### config.mk
export PLATFORM = sky130hd
export DESIGN_NAME = local_extremum_window_detector_core
export DESIGN_NICKNAME = d
export VERILOG_FILES = /design/src/rtl/lxwd_pkg.sv /design/src/rtl/lxwd_history.sv /design/src/rtl/lxwd_compare.sv /design/src/rtl/local_extremum_window_detector_core.sv
export SDC_FILE = /design/constraint.sdc
export NUM_CORES = 1
export LEC_CHECK = 0
export ABC_AREA = 1
export BUFFER_PORTS_ARGS = -buffer_cell sky130_fd_sc_hd__buf_2
export CORE_ASPECT_RATIO = 1.1
export CORE_MARGIN = 2
export CORE_UTILIZATION = 30
export DETAILED_ROUTE_END_ITERATION = 8
export GPL_ROUTABILITY_DRIVEN = 0
export PLACE_DENSITY = 0.41
export SKIP_LAST_GASP = 1
export SLEW_MARGIN = 20
export SYNTH_ARGS = -nofsm -noshare
export SYNTH_HDL_FRONTEND = slang
export SYNTH_HIERARCHICAL = 1
export SYNTH_SLANG_ARGS = --single-unit
### constraint.sdc
create_clock -name clk_i -period 4.05 [get_ports clk_i]
set_input_delay 0.2025 -clock clk_i [delete_from_list [all_inputs] [get_ports clk_i]]
set_output_delay 0.2025 -clock clk_i [all_outputs]
set_load 0.01 [all_outputs]
### src/rtl/lxwd_pkg.sv
package lxwd_pkg;

  localparam int HistDepth = 16;
  localparam int SampleW   = 16;
  localparam int CfgW      = 5;
  localparam int CfgIdxW   = 2;
  localparam int OutDataW  = 8;

  localparam logic [CfgW-1:0] ExtremumWindowRst   = CfgW'(3);
  localparam logic [CfgW-1:0] DecreasingLengthRst = CfgW'(3);

  typedef logic signed [SampleW-1:0] sample_t;
  typedef sample_t hist_t [HistDepth];

  typedef enum logic [CfgIdxW-1:0] {
    CFG_EXTREMUM_WINDOW   = 2'd0,
    CFG_DECREASING_LENGTH = 2'd1
  } cfg_idx_e;

  typedef struct packed {
    logic is_decreasing;
    logic prev_is_maximum;
    logic prev_is_minimum;
  } flags_t;

endpackage

### src/rtl/lxwd_history.sv
module lxwd_history (
  input  logic               clk_i,
  input  logic               rst_ni,
  input  logic               shift_en_i,
  input  lxwd_pkg::sample_t  sample_i,
  output lxwd_pkg::hist_t    hist_o
);

  lxwd_pkg::hist_t hist_q;

  // Newest entry at index 0; shift on every accepted sample.
  always_ff @(posedge clk_i or negedge rst_ni) begin
    if (!rst_ni) begin
      for (int i = 0; i < lxwd_pkg::HistDepth; i++) begin
        hist_q[i] <= '0;
      end
    end else if (shift_en_i) begin
      hist_q[0] <= sample_i;
      for (int i = 1; i < lxwd_pkg::HistDepth; i++) begin
        hist_q[i] <= hist_q[i-1];
      end
    end
  end

  assign hist_o = hist_q;

endmodule

### src/rtl/lxwd_compare.sv
module lxwd_compare (
  input  lxwd_pkg::sample_t         sample_i,
  input  lxwd_pkg::hist_t           hist_i,
  input  logic [lxwd_pkg::CfgW-1:0] ext_win_i,
  input  logic [lxwd_pkg::CfgW-1:0] dec_len_i,
  output lxwd_pkg::flags_t          flags_o
);

  // Entries beyond the depth never take part, so the oversize window
  // saturates by itself without an explicit clamp.
  always_comb begin
    logic is_min;
    logic is_max;
    logic dec;
    is_min = hist_i[0] < sample_i;
    is_max = hist_i[0] > sample_i;
    for (int i = 1; i < lxwd_pkg::HistDepth; i++) begin
      if (i < int'(ext_win_i)) begin
        if (hist_i[0] >= hist_i[i]) is_min = 1'b0;
        if (hist_i[0] <= hist_i[i]) is_max = 1'b0;
      end
    end
    dec = 1'b1;
    if ((int'(dec_len_i) > 1) && (sample_i >= hist_i[0])) dec = 1'b0;
    for (int i = 1; i < lxwd_pkg::HistDepth - 1; i++) begin
      if ((i + 1 < int'(dec_len_i)) && (hist_i[i-1] >= hist_i[i])) dec = 1'b0;
    end
    flags_o.prev_is_minimum = is_min;
    flags_o.prev_is_maximum = is_max;
    flags_o.is_decreasing   = dec;
  end

endmodule

### src/rtl/local_extremum_window_detector_core.sv
// The result of an accepted input transaction is on the master side in the next cycle.
// One sample per cycle unless the sink stalls; the output register refills as it drains.
// The flags come from a single level of parallel signed compares against the history.
// Reset (rst_ni low, asynchronous): history cleared to zero, both length registers set to 3,
// output register emptied.
module local_extremum_window_detector_core (
  input  logic                           clk_i,
  input  logic                           rst_ni,
  // configuration write port
  input  logic                           cfg_we_i,
  input  logic [lxwd_pkg::CfgIdxW-1:0]   cfg_idx_i,
  input  logic [lxwd_pkg::CfgW-1:0]      cfg_wdata_i,
  // sample stream
  input  logic                           s_axis_tvalid_i,
  output logic                           s_axis_tready_o,
  input  logic [lxwd_pkg::SampleW-1:0]   s_axis_tdata_i,   // [15:0] sample_in
  // flag stream
  output logic                           m_axis_tvalid_o,
  input  logic                           m_axis_tready_i,
  // [0] prev_is_minimum, [1] prev_is_maximum, [2] is_decreasing, [7:3] zero
  output logic [lxwd_pkg::OutDataW-1:0]  m_axis_tdata_o
);

  logic                      s_fire;
  lxwd_pkg::sample_t         sample;
  lxwd_pkg::hist_t           hist;
  lxwd_pkg::flags_t          flags;
  logic [lxwd_pkg::CfgW-1:0] ext_win_q;
  logic [lxwd_pkg::CfgW-1:0] dec_len_q;
  logic                      out_valid_q;
  logic                      out_valid_d;
  lxwd_pkg::flags_t          out_flags_q;
  lxwd_pkg::flags_t          out_flags_d;

  // Take a new transaction whenever the output register is empty or being drained.
  assign s_axis_tready_o = !out_valid_q || m_axis_tready_i;
  assign s_fire          = s_axis_tvalid_i && s_axis_tready_o;
  assign sample          = lxwd_pkg::sample_t'(s_axis_tdata_i);

  // Configuration registers; writes to unused indexes drop silently.
  always_ff @(posedge clk_i or negedge rst_ni) begin
    if (!rst_ni) begin
      ext_win_q <= lxwd_pkg::ExtremumWindowRst;
      dec_len_q <= lxwd_pkg::DecreasingLengthRst;
    end else if (cfg_we_i) begin
      case (lxwd_pkg::cfg_idx_e'(cfg_idx_i))
        lxwd_pkg::CFG_EXTREMUM_WINDOW:   ext_win_q <= cfg_wdata_i;
        lxwd_pkg::CFG_DECREASING_LENGTH: dec_len_q <= cfg_wdata_i;
        default: ;
      endcase
    end
  end

  // History advances on the same edge that captures the flags, so the
  // compare always sees the history from before the current sample.
  lxwd_history u_history (
    .clk_i      (clk_i),
    .rst_ni     (rst_ni),
    .shift_en_i (s_fire),
    .sample_i   (sample),
    .hist_o     (hist)
  );

  lxwd_compare u_compare (
    .sample_i  (sample),
    .hist_i    (hist),
    .ext_win_i (ext_win_q),
    .dec_len_i (dec_len_q),
    .flags_o   (flags)
  );

  // Output register: load on accept, empty once the sink takes the transaction.
  always_comb begin
    out_valid_d = out_valid_q;
    out_flags_d = out_flags_q;
    if (m_axis_tready_i) out_valid_d = 1'b0;
    if (s_fire) begin
      out_valid_d = 1'b1;
      out_flags_d = flags;
    end
  end

  always_ff @(posedge clk_i or negedge rst_ni) begin
    if (!rst_ni) begin
      out_valid_q <= 1'b0;
    end else begin
      out_valid_q <= out_valid_d;
    end
  end

  always_ff @(posedge clk_i) begin
    out_flags_q <= out_flags_d;
  end

  assign m_axis_tvalid_o = out_valid_q;
  assign m_axis_tdata_o  = {{(lxwd_pkg::OutDataW - 3){1'b0}}, out_flags_q};

  // An accepted sample always leaves a result behind it.
  a_fire_gives_result: assert property (@(posedge clk_i) disable iff (!rst_ni)
    s_fire |=> m_axis_tvalid_o)
    else $error("accepted sample produced no result");

  // The newest history entry is the sample just accepted.
  a_hist_head: assert property (@(posedge clk_i) disable iff (!rst_ni)
    s_fire |=> hist[0] == $past(sample))
    else $error("history head does not hold the accepted sample");

  // The history moves one place per accepted sample.
  a_hist_shift: assert property (@(posedge clk_i) disable iff (!rst_ni)
    s_fire |=> hist[1] == $past(hist[0]))
    else $error("history did not shift by one entry");

  // A strict minimum and a strict maximum exclude each other.
  a_min_max_excl: assert property (@(posedge clk_i) disable iff (!rst_ni)
    m_axis_tvalid_o |-> !(m_axis_tdata_o[0] && m_axis_tdata_o[1]))
    else $error("minimum and maximum flagged together");

  // A decreasing length of zero or one is met trivially.
  a_short_dec: assert property (@(posedge clk_i) disable iff (!rst_ni)
    (s_fire && (dec_len_q <= lxwd_pkg::CfgW'(1))) |=> m_axis_tdata_o[2])
    else $error("short decreasing length did not flag");

endmodule
==> results.json, run 1 <==
{
  "dr_total_vias": 20590,
  "stdcell_area_sq_um": 26240,
  "post_cts_resized": 0,
  "final_antenna_net_count": 0,
  "status": "finished, final reports clean",
  "cts-hold-fix-buffers": 39,
  "yosysTopAreaCellShare": 0.2827,
  "finish.net_count": 3831,
  "synth_top_area_cell": "dfrtp_1",
  "critPathTopFamily": "simple AND/OR/NAND/NOR gates",
  "crit_fanout": 12,
  "synth_commonest_cells": "1325 x nand2_1, 464 x ha_1, 450 x inv_1",
  "worstPathArrival_ps": 3320,
  "met1_length_um": 35260,
  "drt_iter0_markers": 980,
  "ys_types": 41,
  "hold_viol_final": 0,
  "setup-tns-final_ps": 0,
  "pin_count": 38,
  "worstRegToRegCells": 17,
  "synth_edf_count": 3,
  "post_dp_cell_area_sq_um": 24530,
  "final.min_clock_period_ps": 2887,
  "h-tree-depth": 2,
  "critPathMostFrequentCell": "nand2_1",
  "rows": 107,
  "synth.avg_cell_area_sq_um": 7.162,
  "fin_ws_ps": 1163,
  "die_y_um": 296.2,
  "start_util": 0.3019,
  "drcViolationCount": 0,
  "worstSetupStartpointType": "flip-flop",
  "fin_total_pwr_mw": 15.53,
  "end_kind": "flip-flop",
  "grt_pass1_wl_um": 119600,
  "firstDrtPassIters": 5,
  "relSlewSlack": 0.2667,
  "critPathBufInv": 2,
  "fmax_mhz": 346.4,
  "met2_length_um": 37300,
  "syn_to_final_growth_pct": 12.70,
  "reg2reg_from": "u_history/hist_o[242]",
  "wl_per_cell_um": 17.43,
  "cts_tree": "done",
  "r2r-end": "m_axis_tdata_o[1]",
  "synth_ff_type": "dfrtp_1",
  "yosysMostFrequentCell": "nand2_1",
  "postSynthCellCount": 3251,
  "seq_area_frac_synth": 0.2911,
  "setup_viol": 0,
  "overflow": 0,
  "cpPeakStageDelay_ps": 1060,
  "power_density_nw_per_um2": 591.8,
  "drv_cap": 0,
  "async_flop_share": 0.9889,
  "port_buffers": 32,
  "irDropWorstVdd_mv": 0.2971,
  "cts_setup_buffers": 0,
  "leakage_nw": 14.62,
  "critPathKind": "reg -> reg",
  "dr.max_layer_used": "met4",
  "antenna_found_initial": 1,
  "netlist_area_sq_um": 23280,
  "min_path_type": "in -> async",
  "first_global_vias": 20620,
  "drive_above_1_share": 0.04513,
  "dieWidth_um": 269.6,
  "core-area_sq_um": 77110,
  "grt_usage": 0.1929,
  "rrSetupSlack_ps": 1160,
  "slew_violations": 0,
  "ys_warn_count": 6,
  "wl_met3_um": 2048,
  "cts_buffers": 39,
  "synth.area.top_cells": "dfrtp_1 28%, ha_1 25%, nand2_1 21%, inv_1 7.3%, a21oi_1 3.8%",
  "hpwlAfterDp_um": 57590,
  "die-area_sq_um": 79850,
  "post-route-util": 0.3403,
  "dp_slack_ps": 1100,
  "antenna_cells": 0,
  "clk_latency_ps": 580,
  "cts.sinks": 270,
  "cp_data_required_time_ps": 4490,
  "skew_ps": 36.02,
  "clk_pin_slew_ps": 60,
  "finalCritPeriodShare": 0.7128,
  "root_buffer": "clkbuf_16",
  "routed_wl_um": 76730,
  "path_cells": "buf_4, ha_1, nand2_1, inv_1, nand2_1, nand2_1, nand2_1, nand2_1, nand2_1, nand3_1, nand2_1, nand2_1, nand2_1, nand2_1, nor2_1, nand2_1, nor2_1",
  "synth_seq_cells": 270,
  "cts.path.max_buffers": 3,
  "crit_slowest_cell": "dfrtp_1",
  "grt_max_degree": 147,
  "routed_via_density": 4.677,
  "rsz0062_at_grt": "false",
  "tightest_slew_ps": 1100
}
-- cells by family after synthesis --
kind of cell	after synthesis	share of synthesized area
simple gates	1706	0.2934
buf+inv	516	0.09711
compound gates	294	0.06895
fa+ha+maj	464	0.2494
flops	270	0.2911
other cells	1	0.0001611
-- flip-flops by register name (all words and copies together) (netlist names) --
name and cells:
dec_len_q 5, ext_win_q 5, m_axis_tdata_o 3, u_history/hist_o 256
m_axis_tvalid_o 1
-- routing by layer --
layer	track usage	up-vias
met5	0	-
met1	0.2442	9645
met3	0.01911	102
li1	-	10550
met4	0.05501	0
met2	0.3479	295
-- placed cells by master (no fill, tap or decap), drive strengths merged --
cell type	synthesis	layout
a21oi	176	176
nand2	1330	1330
nand3b	7	7
o21bai	28	28
o21a	7	7
nand4	41	41
ha	464	464
clkbuf	0	59
and2	1	1
and3	1	1
dfrtp	263	263
bufinv	0	3
buf	63	67
a31oi	2	2
o21ai	64	64
a41oi	1	1
nor2	159	159
clkinvlp	0	1
dfstp	4	4
conb	1	5
nand3	145	145
clkinv	1	8
edfxtp	3	3
inv	452	452
dlygate4sd3	0	39
nor3	10	10
nor4	6	6
or2	6	6
a21boi	2	2
a21o	14	14
-- worst max path at each step --
stage | depth (start not counted) | slack (ps) | endpoint | start
2_1_floorplan | 15 | 1970 | m_axis_tdata_o[1] | u_history/hist_o[255]
3_3_place_gp | 15 | 1090 | m_axis_tdata_o[1] | u_history/hist_o[242]
3_5_place_dp | 16 | 1100 | m_axis_tdata_o[0] | u_history/hist_o[242]
4_1_cts | 14 | 1080 | m_axis_tdata_o[0] | u_history/hist_o[244]
5_1_grt | 14 | 830 | m_axis_tdata_o[1] | u_history/hist_o[244]
6_report | 17 | 1160 | m_axis_tdata_o[1] | u_history/hist_o[242]
-- cell type report --
class / count / area [sq um]
Inverter: 453 / 1708
Tap cell: 1035 / 1295
Clock buffer: 59 / 1161
Multi-Input combinational cell: 2469 / 14270
Fill cell: 8359 / 50870
Sequential cell: 270 / 6777
Timing Repair Buffer: 106 / 873.3
Clock inverter: 11 / 155.1
-- through the flow --
stage | instances | hold WS (ps)
2_1_floorplan | 3255 | -93.09
3_3_place_gp | 4294 | 299.8
3_5_place_dp | 4294 | 305.3
4_1_cts | 4403 | 288.8
5_1_grt | 4403 | 350.8
6_report | 4403 | 265.9
-- power by group --
part | total (mW) | switching [mW] | internal [mW]
registers | 4.22 | 0.927 | 3.29
clock network | 3.57 | 1.40 | 2.17
logic | 7.74 | 4.90 | 2.83
total | 15.5 | 7.23 | 8.29
(Power assumes the default switching activity.)
==> run 2: changes to the inputs <==
--- a/config.mk
+++ b/config.mk
@@ -12,7 +12,7 @@
 export CORE_UTILIZATION = 30
 export DETAILED_ROUTE_END_ITERATION = 8
 export GPL_ROUTABILITY_DRIVEN = 0
-export PLACE_DENSITY = 0.41
+export PLACE_DENSITY = 0.43
 export SKIP_LAST_GASP = 1
 export SLEW_MARGIN = 20
 export SYNTH_ARGS = -nofsm -noshare
==> constraint.sdc (replaced) <==
create_clock -name clk_i -period 2.3 [get_ports clk_i]
set_input_delay 0.115 -clock clk_i [delete_from_list [all_inputs] [get_ports clk_i]]
set_output_delay 0.115 -clock clk_i [all_outputs]
set_load 0.01 [all_outputs]
==> run 2 against run 1 <==
Effect of this change:
- the run now ends with setup timing left
- clock skew down 11 ps
- count of clock-buffer cells in the layout down 1
- non-clock buffer count up 311
- fmax up 22%
- routed wire length up 1.4%
- largest cell class unchanged
- highest routed layer unchanged
==> results.json, run 2 (synthesized netlist as in run 1, its figures left out) <==
{
  "status": "finished, violations left",
  "violations": "setup timing",
  "die-area_sq_um": 79850,
  "rows": 107,
  "setup-tns-final_ps": -176.9,
  "routed_via_density": 4.512,
  "endpoint": "m_axis_tdata_o[0]",
  "worstSetupStartpointType": "flip-flop",
  "final_antenna_net_count": 0,
  "hold_viol_final": 0,
  "firstDrtPassIters": 8,
  "first_global_vias": 21190,
  "cts.sinks": 270,
  "h-tree-depth": 2,
  "clk_pin_slew_ps": 60,
  "post-route-util": 0.3859,
  "drt_iter0_markers": 1228,
  "crit_fanout": 6,
  "worstPathArrival_ps": 2700,
  "syn_to_final_growth_pct": 27.82,
  "min_path_type": "in -> async",
  "cp_data_required_time_ps": 2640,
  "fin_total_pwr_mw": 30.65,
  "hold_slack_ps": 94.46,
  "cts_buffers": 40,
  "antenna_found_initial": 0,
  "rrSetupSlack_ps": -60,
  "met1_usage": 0.2447,
  "clk_latency_ps": 580,
  "root_buffer": "clkbuf_16",
  "slew_violations": 0,
  "grt_pass1_wl_um": 120700,
  "fmax_mhz": 422.9,
  "crit_start": "u_history/hist_o[249]",
  "grt_usage": 0.1956,
  "finish.net_count": 4143,
  "rsz0062_at_grt": "true",
  "overflow": 0,
  "drive_above_1_share": 0.1635,
  "wl_per_cell_um": 16.50,
  "setup_viol": 3,
  "relSlewSlack": 0.5400,
  "leakage_nw": 16.47,
  "tightest_slew_ps": 690.0,
  "pin_count": 38,
  "use_met2": 0.3479,
  "fin_ws_ps": -64.48,
  "hpwlAfterDp_um": 58890,
  "antenna_cells": 0,
  "drcViolationCount": 0,
  "critPathKind": "reg -> reg",
  "dieWidth_um": 269.6,
  "final_common_cell": "nand2_1",
  "fin_cells": 4716,
  "final.min_clock_period_ps": 2364,
  "cts_tree": "done",
  "skew_ps": 25.10,
  "grt_max_degree": 95,
  "end_kind": "flip-flop",
  "final_cell_mix": "1301 x nand2_1, 449 x inv_1, 447 x ha_1",
  "worstRegToRegCells": 18,
  "routed_wl_um": 77830,
  "reg2reg_from": "u_history/hist_o[249]",
  "core-area_sq_um": 77110,
  "dr_total_vias": 21280,
  "largest_reg_flops": 256,
  "finalCritPeriodShare": 1.028,
  "r2r-end": "m_axis_tdata_o[0]",
  "die_y_um": 296.2,
  "irDropWorstVdd_mv": 0.7888,
  "grtUsageMet3": 0.02664,
  "drv_cap": 0,
  "start_util": 0.3019,
  "grt-busiest-layer": "met2",
  "port_buffers": 32,
  "power_density_nw_per_um2": 1030,
  "cts.path.max_buffers": 3,
  "dp.cells": 4587,
  "fillers": 8272
}
[run 2: changes by cell type in the layout (fill, tap and decap cells not counted), sizes merged]
cell,previous run,this run
dlygate4sd3,39,40
clkinvlp,1,0
clkinv,8,11
clkbuf,59,58
buf,67,377
inv,452,453
[run 2: metal layers]
layer / wire, um / vias to the layer above
met5: 0 / -
met2: 37730 / 282
met4: 2261 / 0
met1: 35180 / 9725
li1: - / 11180
met3: 2660 / 94
[run 2: worst min-delay path by stage]
stage          slack (ps)               endpoint  depth (start not counted)
5_1_grt               120  u_history/hist_o[124]                          2
3_5_place_dp          100  u_history/hist_o[155]                          1
6_report               90  u_history/hist_o[124]                          2
4_1_cts                80  u_history/hist_o[124]                          2
3_3_place_gp          100  u_history/hist_o[155]                          1
2_1_floorplan        -180           dec_len_q[2]                          0
[run 2: critical path, cell delays in order, from the launching register on]
cell	delay [ps]
dfrtp_2	440
buf_12	160
buf_8	140
buf_6	120
ha_4	220
nand2_1	50
inv_1	30
o21ai_1	120
a21oi_1	100
nor2_2	150
nand2_1	70
nand2_1	80
nand2_1	60
nand2_2	80
nand2_2	60
nand2_2	90
nor2_4	40
nand2_1	60
nor2_1	40
[run 2: repair_timing]
item	CTS	global route
endpoints found under the hold margin	284	0
buffers inserted	7	12
cloned	1	0
pin swaps	24	61
endpoints found under the setup margin	3	3
resized for setup	56	117
hold buffers	40	0
[run 2: layout make-up]
cell class              instances  area, sq um  area share
multi-input cells            2469        14930      0.5018
well taps                    1035         1295     0.04352
repair buffers                417         3687      0.1239
clock inverters                14        161.4    0.005424
flip-flops and latches        270         6783      0.2279
clock buffers                  58         1191     0.04003
inverters                     453         1708     0.05739
[run 2: through the flow]
step / instance area (sq um) / worst slack, ps
6_report: 29760 / -64.48
5_1_grt: 29760 / -223.9
4_1_cts: 29140 / -78.90
3_5_place_dp: 27060 / -221.4
3_3_place_gp: 27060 / -204.4
2_1_floorplan: 23300 / 223.5
[run 2: power by group]
group	switching (mW)	total (mW)	internal (mW)
Clock	2.53	6.46	3.93
Sequential	1.01	6.82	5.81
Combinational	10.2	17.4	7.19
==> run 3: changes to the inputs <==
==> constraint.sdc (replaced) <==
create_clock -name clk_i -period 2.3 [get_ports clk_i]
set_input_delay 0.69 -clock clk_i [delete_from_list [all_inputs] [get_ports clk_i]]
set_output_delay 0.69 -clock clk_i [all_outputs]
set_load 0.01 [all_outputs]
==> run 3 against run 2 <==
Effect of this change:
- the flow still finishes with violations (setup timing)
- critical path depth fell by 3
- worst setup slack got worse by 20 ps
- fmax fell by 0.84%
- largest cell class unchanged
- routed wire length rose by 2.7%
- combinational power rose by 8%
- highest routed layer unchanged
- core utilization rose by 1.5 points
==> results.json, run 3 (synthesized netlist as in run 1, its figures left out) <==
{
  "hpwlAfterDp_um": 60590,
  "clk_pin_slew_ps": 60,
  "slew_violations": 0,
  "finalCritPeriodShare": 1.037,
  "sw_frac_of_total": 0.4435,
  "fillers": 8234,
  "die-area_sq_um": 79850,
  "antenna_found_initial": 1,
  "h-tree-depth": 2,
  "port_buffers": 32,
  "critPathKind": "reg -> reg",
  "leakage_nw": 16.86,
  "drcViolationCount": 0,
  "worstSetupStartpointType": "flip-flop",
  "rsz0062_at_grt": "true",
  "critPathMostFrequentCell": "nand2_1",
  "stdcell_area_sq_um": 30950,
  "dr_total_vias": 21600,
  "root_buffer": "clkbuf_16",
  "final.min_clock_period_ps": 2384,
  "crit_fanout": 8,
  "final_antenna_net_count": 0,
  "setup-tns-final_ps": -128.1,
  "wl_per_cell_um": 16.81,
  "drv_cap": 0,
  "irDropWorstVdd_mv": 0.5130,
  "critPathTopFamily": "simple AND/OR/NAND/NOR gates",
  "status": "finished, violations left",
  "post_dp_cell_area_sq_um": 27540,
  "rows": 107,
  "skew_ps": 20.04,
  "worstPathArrival_ps": 2820,
  "finish.net_count": 4181,
  "power_density_nw_per_um2": 1048,
  "path_cells": "buf_12, buf_12, ha_1, a21oi_2, o21a_1, nand2_1, nand2_1, nand2_1, nand2_1, nand3_1, nand2_1, nand2_1, nor2_2, nand2_1, nor2_1",
  "firstDrtPassIters": 5,
  "first_global_vias": 21840,
  "fin_total_pwr_mw": 32.44,
  "antenna_cells": 0,
  "seqPwrFrac": 0.211,
  "die_y_um": 296.2,
  "hold_slack_ps": 76.73,
  "largest_reg_flops": 256,
  "power_frac_clock": 0.211,
  "cts.path.max_buffers": 3,
  "cts.sinks": 270,
  "crit_slowest_cell": "dfrtp_2",
  "cpPeakStageDelay_ps": 440,
  "syn_to_final_growth_pct": 32.94,
  "cts-hold-fix-buffers": 0,
  "end_kind": "flip-flop",
  "pwr-share-comb": 0.578,
  "overflow": 0,
  "p_sw_mw": 14.39,
  "fmax_mhz": 419.4,
  "hold_viol_final": 0,
  "cts_buffers": 40,
  "final_common_cell": "nand2_1",
  "dieWidth_um": 269.6,
  "tightest_slew_ps": 767.9,
  "drive_above_1_share": 0.2232,
  "violations": "setup timing",
  "routed_wl_um": 79930,
  "final_cell_mix": "1262 x nand2_1, 439 x inv_1, 419 x ha_1",
  "start_util": 0.3019,
  "cts_tree": "done",
  "min_path_type": "in -> async",
  "cp_data_required_time_ps": 2730,
  "critPathBufInv": 2,
  "core-area_sq_um": 77110,
  "pin_count": 38,
  "grt_pass1_wl_um": 123900,
  "relSlewSlack": 0.4827,
  "grt_max_degree": 52,
  "p_int_mw": 18.05,
  "setup_viol": 2,
  "routed_via_density": 4.542,
  "fin_ws_ps": -84.47,
  "drt_iter0_markers": 717,
  "grt_usage": 0.2001,
  "clk_latency_ps": 570
}
==> run 3: worst register-to-register path: stages (launching register included) <==
cell and delay [ps]:
dfrtp_2 440, buf_12 160, buf_12 160, ha_1 300, a21oi_2 170, o21a_1 180
nand2_1 70, nand2_1 70, nand2_1 50, nand2_1 70, nand3_1 130, nand2_1 100
nand2_1 60, nor2_2 140, nand2_1 70, nor2_1 80
==> run 3: metal layers <==
metal,vias to the layer above,routed length (um),track usage
met2,208,38920,0.3617
li1,11260,-,-
met4,0,2074,0.05041
met1,10030,37010,0.2548
met5,-,0,0
met3,96,1926,0.02000
==> run 3: power by group through the flow <==
stage                     combinational, mW  clock (mW)  sequential (mW)
after floorplan                        9.68           0             6.80
after global placement                 16.7           0             6.93
after detailed placement               16.7           0             6.93
after CTS                              17.7        7.04             6.88
after global routing                   21.4        7.22             7.00
final                                  18.8        6.84             6.85
==> run 3: cell type report <==
type / count / area (sq um) / area share
Multi-Input combinational cell: 2469 / 15670 / 0.5061
Sequential cell: 270 / 6789 / 0.2193
Timing Repair Buffer: 455 / 4058 / 0.1311
Inverter: 453 / 1708 / 0.05518
Tap cell: 1035 / 1295 / 0.04184
Clock buffer: 50 / 1130 / 0.03650
Clock inverter: 22 / 306.5 / 0.009904
==> run 3: final timing paths <==
| kind | startpoint | end | slack [ps] | cells after the start |
|---|---|---|---|---|
| min in group clk_i | s_axis_tdata_i[0] | u_history/hist_o[240] | 340 | 3 |
| worst min register to register | u_history/hist_o[1] | u_history/hist_o[1] | 470 | 2 |
| worst min-delay path | rst_ni | u_history/hist_o[110] | 80 | 1 |
| worst max-delay path | u_history/hist_o[247] | m_axis_tdata_o[0] | -80 | 15 |
| max in group asynchronous | rst_ni | u_history/hist_o[174] | 1590 | 2 |
| worst max register to register | u_history/hist_o[247] | m_axis_tdata_o[0] | -80 | 15 |
==> run 3: repair_timing <==
action                     in CTS  in global routing
pin swaps                      59                102
gates resized for setup       133                215
setup buffers                  18                 25
setup endpoints to repair       3                  3
cloned                          2                  2
==> run 3: per-stage QoR <==
step / worst slack, ps / std cells / utilization
floorplan: 223.5 / 3255 / -
global placement: -252.8 / 4640 / 0.3572
detailed placement: -262.9 / 4640 / 0.3572
CTS: -83.62 / 4730 / 0.3860
global route: -226.9 / 4754 / 0.4014
finish: -84.47 / 4754 / 0.4014
